## config.mk

```make
export PLATFORM = sky130hd
export DESIGN_NAME = lmc_cfg
export DESIGN_NICKNAME = d
export VERILOG_FILES = /design/src/hdl/lmc_pkg.sv /design/src/hdl/lmc_cfg.sv
export SDC_FILE = /design/constraint.sdc
export NUM_CORES = 1
export LEC_CHECK = 0
export BUFFER_PORTS_ARGS = -buffer_cell sky130_fd_sc_hd__buf_4
export CORE_ASPECT_RATIO = 1.1
export CORE_MARGIN = 8
export CORE_UTILIZATION = 42
export DETAILED_ROUTE_END_ITERATION = 10
export PLACE_DENSITY = 0.69
export SLEW_MARGIN = 20
export SYNTH_ARGS = -nofsm -noshare
export SYNTH_HDL_FRONTEND = slang
export SYNTH_SLANG_ARGS = --single-unit
```

## constraint.sdc

```tcl
create_clock -name i_clk -period 1.5 [get_ports i_clk]
set_input_delay 0.15 -clock i_clk [delete_from_list [all_inputs] [get_ports i_clk]]
set_output_delay 0.15 -clock i_clk [all_outputs]
set_load 0.01 [all_outputs]
```

## src/hdl/lmc_pkg.sv

```systemverilog
`default_nettype none
package lmc_pkg;

    localparam int MAX_CELLS = 512;
    localparam int IDX_W     = $clog2(MAX_CELLS);
    localparam int CNT_W     = IDX_W + 1;
    localparam int FRAC_BITS = 28;
    localparam int ADDR_W    = 5;

    typedef logic signed [31:0] t_q;

    localparam t_q Q_MAX = 32'sh7fff_ffff;
    localparam t_q Q_MIN = 32'sh8000_0000;

    localparam logic [CNT_W-1:0] N_MIN = CNT_W'(2);
    localparam logic [CNT_W-1:0] N_MAX = CNT_W'(MAX_CELLS);

    localparam logic [2:0] FN_CLEAR = 3'd0;
    localparam logic [2:0] FN_CELL  = 3'd1;
    localparam logic [2:0] FN_LINK  = 3'd2;
    localparam logic [2:0] FN_STEP  = 3'd3;
    localparam logic [2:0] FN_READ  = 3'd4;

    localparam logic [2:0] REG_CELL_COUNT = 3'd0;
    localparam logic [2:0] REG_CELL_FREQ  = 3'd1;
    localparam logic [2:0] REG_LINK_FREQ  = 3'd2;
    localparam logic [2:0] REG_COUPLING   = 3'd3;
    localparam logic [2:0] REG_TIME_STEP  = 3'd4;

    localparam logic [CNT_W-1:0] CELL_COUNT_RST = CNT_W'(512);
    localparam t_q               CELL_FREQ_RST  = 32'sd268435456;
    localparam t_q               LINK_FREQ_RST  = 32'sd268435456;
    localparam t_q               COUPLING_RST   = 32'sd67108864;
    localparam logic [30:0]      TIME_STEP_RST  = 31'd536871;

    typedef enum logic [3:0] {
        ST_CLEAR,
        ST_IDLE,
        ST_WRITE,
        ST_READ,
        ST_PASS1,
        ST_DRAIN1,
        ST_PASS2,
        ST_DRAIN2,
        ST_DONE
    } t_state;

    typedef struct packed {
        logic [CNT_W-1:0] cell_count;
        t_q               cell_freq;
        t_q               link_freq;
        t_q               coupling;
        logic [30:0]      time_step;
    } t_cfg;

    typedef struct packed {
        t_q amp_re;
        t_q amp_im;
        t_q bond_re;
        t_q bond_im;
        t_q det;
    } t_cell_word;

    typedef struct packed {
        t_q amp_re;
        t_q amp_im;
        t_q bond_re;
        t_q bond_im;
    } t_half_word;

    typedef struct packed {
        logic             pass2;
        logic             bond_en;
        logic [IDX_W-1:0] addr;
    } t_tag;

    typedef struct packed {
        logic       valid;
        t_tag       tag;
        t_q         cr;
        t_q         ci;
        t_q         bl_re;
        t_q         bl_im;
        t_q         bh_re;
        t_q         bh_im;
        t_q         br;
        t_q         bi;
        t_q         a0_re;
        t_q         a0_im;
        t_q         a1_re;
        t_q         a1_im;
        t_cell_word base;
    } t_dp_op;

    typedef struct packed {
        logic       valid;
        t_tag       tag;
        t_cell_word word;
    } t_dp_res;

    function automatic t_q sat_add(input t_q a, input t_q b);
        logic [32:0] s;
        s = {a[31], a} + {b[31], b};
        if (s[32] != s[31]) begin
            return s[32] ? Q_MIN : Q_MAX;
        end
        return t_q'(s[31:0]);
    endfunction

    function automatic t_q sat_neg(input t_q a);
        if (a == Q_MIN) begin
            return Q_MAX;
        end
        return -a;
    endfunction

    function automatic t_q fix_scale(input logic signed [63:0] p);
        logic signed [63:0] q;
        q = p >>> FRAC_BITS;
        if (q > 64'sd2147483647) begin
            return Q_MAX;
        end
        if (q < -64'sd2147483648) begin
            return Q_MIN;
        end
        return t_q'(q[31:0]);
    endfunction

endpackage
`default_nettype wire

```

## src/hdl/lmc_cfg.sv

```systemverilog
`default_nettype none
module lmc_cfg (
    input  wire logic                      i_clk,
    input  wire logic                      i_rst_n,
    input  wire logic                      psel,
    input  wire logic                      penable,
    input  wire logic                      pwrite,
    input  wire logic [lmc_pkg::ADDR_W-1:0] paddr,
    input  wire logic [31:0]               pwdata,
    output logic      [31:0]               prdata,
    output logic                           pready,
    output lmc_pkg::t_cfg                  o_cfg
);

    lmc_pkg::t_cfg r_cfg;
    logic          w_wr;

    assign w_wr   = psel && penable && pwrite;
    assign pready = 1'b1;
    assign o_cfg  = r_cfg;

    always_ff @(posedge i_clk) begin
        if (!i_rst_n) begin
            r_cfg.cell_count <= lmc_pkg::CELL_COUNT_RST;
            r_cfg.cell_freq  <= lmc_pkg::CELL_FREQ_RST;
            r_cfg.link_freq  <= lmc_pkg::LINK_FREQ_RST;
            r_cfg.coupling   <= lmc_pkg::COUPLING_RST;
            r_cfg.time_step  <= lmc_pkg::TIME_STEP_RST;
        end else if (w_wr) begin
            unique case (paddr[4:2])
                lmc_pkg::REG_CELL_COUNT: r_cfg.cell_count <= pwdata[lmc_pkg::CNT_W-1:0];
                lmc_pkg::REG_CELL_FREQ:  r_cfg.cell_freq  <= lmc_pkg::t_q'(pwdata);
                lmc_pkg::REG_LINK_FREQ:  r_cfg.link_freq  <= lmc_pkg::t_q'(pwdata);
                lmc_pkg::REG_COUPLING:   r_cfg.coupling   <= lmc_pkg::t_q'(pwdata);
                lmc_pkg::REG_TIME_STEP:  r_cfg.time_step  <= pwdata[30:0];
                default: begin
                end
            endcase
        end
    end

    always_comb begin
        unique case (paddr[4:2])
            lmc_pkg::REG_CELL_COUNT: prdata = 32'(r_cfg.cell_count);
            lmc_pkg::REG_CELL_FREQ:  prdata = r_cfg.cell_freq;
            lmc_pkg::REG_LINK_FREQ:  prdata = r_cfg.link_freq;
            lmc_pkg::REG_COUPLING:   prdata = r_cfg.coupling;
            lmc_pkg::REG_TIME_STEP:  prdata = {1'b0, r_cfg.time_step};
            default:                 prdata = '0;
        endcase
    end

endmodule
`default_nettype wire

```

---- Yosys cells after proc, flatten, opt, wreduce, memory -nomap -nowiden ----
Index checks and enable logic that the tools add are counted.
word-level totals
  bits in registers ....................... 137
  output and inout bits ................... 170
  word-level logic and storage cells ...... 18
cells by class
  eq/ne operators ......................... 4
  mux-type cells .......................... 1
  reduce and logical (&&, ||, !) cells .... 8
operators by type and width
  kind                  count
  $pmux W32 S5          1
  $reduce_and A2 Y1     5
  $eq A3 B2 Y1 const B  2
  $eq A3 B1 Y1 const B  1
  $eq A3 B3 Y1 const B  1
  $logic_not A3 Y1      1
  $logic_and A1 B1 Y1   2

---- Longest topological paths before layout ----
  depth after elaboration ................. 3
  depth in mapped cells ................... 6
  depth with buffers taken out ............ 3

---- Worst setup path after synthesis ----
Ideal clock, no wire load.
  path type ............................... input to output
  from .................................... in paddr[3] (netlist bit)
  to ...................................... out prdata[10]
  arrival time ............................ 1.127 ns
  slack ................................... 0.223 ns
  stages .................................. 5
  buffers on the path ..................... 2
  cell sequence ........................... buf_2 > nor2b_1 > clkbuf_1 > a22oi_1 > o22ai_1
between the ends
  word-level cells in the longest chain between the ends .. 2
ends and longest elaborated chain
  what                                  RTL line       RTL
  start: declaration                    lmc_cfg.sv:8   input wire logic [lmc_pkg::ADDR_W-1:0] paddr,
  $eq A3 B3 Y1 (tied with other cells)  lmc_cfg.sv:43  unique case (paddr[4:2])
  $pmux W32 S5 (*)                      lmc_cfg.sv:43
  end: declaration                      lmc_cfg.sv:10  output logic [31:0] prdata,
Every way passes the cells marked *; elsewhere a longest branch is shown, timed or not.

---- Final worst setup path ----
  from .................................... reg r_cfg (netlist bit o_cfg[66])
  to ...................................... out prdata[3]
between the ends
  word-level cells in the longest chain between the ends .. 1
ends and longest elaborated chain
  what                RTL line       RTL
  start: declaration  lmc_cfg.sv:15  lmc_pkg::t_cfg r_cfg;
  $pmux W32 S5        lmc_cfg.sv:43
No other way between the ends.

==> qor.txt <==
Crit path kind: reg -> out
Vias in the first global route: 5868
Synth cell count leaders: 159 x nand2_1, 157 x mux2i_1, 137 x dfxtp_1, 41 x a22oi_1, 31 x o22ai_1
TritonRoute pass-1 iters: 4
First-pass GRT wire length: 31600 µm
ANT cells: 0
Switching Fraction: 23.7%
Antenna violations before repair: 0
Top-area cell type share of the netlist area: 44.9%
Clk pwr share: 49.8%
Crit path launch: o_cfg[66]$_SDFFE_PN0P_
Max clock buf depth: 2
R2R Path Start: o_cfg[69]$_SDFFE_PN0P_
Clock Latency Late Sink: 0.42 ns
Ports: 212
Core ar.: 14300 µm²
Die area: 18700 µm²
Die Height: 142 µm
R2R depth: 4
Yosys cell types: 27
Min Tclk post-route: 1.59 ns
Crit path largest cell delay: 0.33 ns
Post-synth EDFFs: 0
Failing checks: negative setup slack
Yosys reg bits: 137
Layout cell share with drive strength beyond 1: 40.1%
Worst reg2reg setup slack: 0.70 ns
Sum of buffers and inverters on the critical path: 1
Worst Path Max Fanout: 2
Number of flip-flops in the largest register: 137
DP Worst Slack: -0.0257 ns
Final WS setup: -0.0903 ns
Routed wire length: 20800 µm
Uppermost routed layer: met4
Met1 wire length: 8420 µm
Net Sw Power: 2060 µW
Placed Cells: 1011
CTS tree: yes
Outcome: finished, violations left
Row count: 46
Clk pin slew, worst setup/hold paths: 0.06 ns
Num CTS Buffers: 17
WL met3: 1910 µm
Synth warnings: 0
Reg-to-Reg End: o_cfg[69]$_SDFFE_PN0P_
Placed Area: 8060 µm²
Hpwl dp: 14300 µm
Max-cap viol count: 0
Final hold slack: 0.00718 ns
Total gr overflow: 0
Worst Path Arrival: 1.44 ns
Routed length per instance: 19.5 µm
Worst hold path startpoint: pwdata[1]
Fmax: 629 MHz
RSZ-0062 raised after global routing: true
Pins over their slew limit: 0
Post-layout net count: 902
Hold EP: o_cfg[1]$_SDFFE_PN1P_
Worst hold stages: 3
GPL Wtd Cong: 0.836
Int Pwr: 6630 µW
Cells after synthesis: 633
Instance count on the critical path: 4
Vias/cell: 5.35
Fin crit share: 106%
Crit path launch type: flop
Final clock skew: 0 ns
Final hold violations: 0
Post-route insts no fill: 1065
Leak Pwr: 0.00365 µW
Vias: 5694
Area contributors post-synth: dfxtp_1 45%, mux2i_1 26%, nand2_1 9.8%
Synth Area per Inst: 9.65 µm²
Gate power share: 7.8%
Power density over the cells: 969 nW/µm²
Crit. End Element: output port
Synth area leader: dfxtp_1
Worst vdd ir: 575 µV
Clk sinks: 137
CP delay by family, top: flip-flops
Chip width: 131 µm
Final instance area: 8970 µm²
Most common cell in the netlist: nand2_1
Sequential-to-total area share from yosys stat: 44.9%
DRT iter0 DRCs: 308
Crit-path slowest cell: dfxtp_2
IO Port Bufs: 208
Area delta synth->final: 46.9%
Fin util: 62.6%
Routed wl met2: 10200 µm
Final setup vio count: 10
Post-Syn Area: 6110 µm²
Total track usage: 21.7%
Worst Path Required: 1.35 ns
Drt drc: 0
H-tree levels: 4
Starting Density: 42.6%
Post-synth ARST share: 0%
CP cell instances: mux2_4 > a22oi_2 > o22ai_2 > buf_4
Hold WC Path Type: in -> reg
Flop pwr share: 42.4%
Root buf cell: clkbuf_16
Largest net degree at the start of global routing: 62
Post-detailed-route count of antenna-violating nets: 0
Ys flop type: dfxtp_1
Synthesized Nets: 675
[logic make-up after synthesis]
group,after synthesis,share of synthesized area [%]
compound gates,75,8.52
buf+inv,57,4.79
flops,137,44.9
mux,168,27.8
other cells,1,0.0614
simple gates,195,14.0
[power by group through the flow]
stage               Clock (µW)  Sequential [µW]  Combinational (µW)
global placement             0             3770                 635
detailed placement           0             3770                 648
global route              4550             3690                 718
CTS                       4360             3690                 670
floorplan                    0             3780                 320
finish                    4330             3690                 677
[metal layers]
metal | global-route usage, % | up-vias
li1 | - | 2670
met1 | 26.1 | 2739
met2 | 36.8 | 264
met3 | 5.58 | 21
met4 | 6.84 | 0
met5 | 0 | -
[stage by stage]
step | power (µW) | TNS (ns)
global placement | 4400 | 0
detailed placement | 4420 | -0.0409
finish | 8700 | -0.380
global route | 8960 | -0.880
CTS | 8730 | -0.552
floorplan | 4100 | 0
[area by class of cell]
class	instances	area [µm²]
clock inverters	13	169
multi-input cells	439	3220
well taps	192	240
inverters	1	3.75
flip-flops and latches	137	2770
clock buffers	19	443
repair buffers	264	2130
fillers	1232	5360
[tightest hold or removal path: cells and delay by family]
kind | cells | cell delay (ns)
and+or+nand+nor | 1 | 0.04
buffers and inverters | 1 | 0.09
muxes | 1 | 0.11
[worst max-delay path by stage]
stage,endpoint,slack [ns]
after detailed placement,o_cfg[109]$_SDFFE_PN0P_,-0.03
after global routing,prdata[3],-0.12
after floorplan,prdata[10],0.22
final,prdata[3],-0.09
after CTS,prdata[0],-0.09
after global placement,prdata[9],0.03
[repair_timing]
item / in CTS / in global routing
pin swaps: 15 / 11
endpoints found under the setup margin: 10 / 10
gates cloned: 0 / 0
resized for setup: 35 / 7
hold endpoints to repair: 1 / 0
buffers inserted: 17 / 4
hold buffers: 1 / 0
[layout by cell type, fill, tap and decap left out, types with 2 or more instances in the layout]
cell and instances:
a22oi_1 31, a22oi_2 10, buf_12 12, buf_4 251
bufinv_16 3, clkbuf_16 17, clkinv_4 3, clkinvlp_4 4
dfxtp_1 117, dfxtp_2 20, inv_6 2, mux2_2 5
mux2_4 6, mux2i_1 157, nand2_1 159, nor2b_1 23
nor2b_2 2, o22ai_1 25, o22ai_2 6
(Power assumes the default switching activity.)
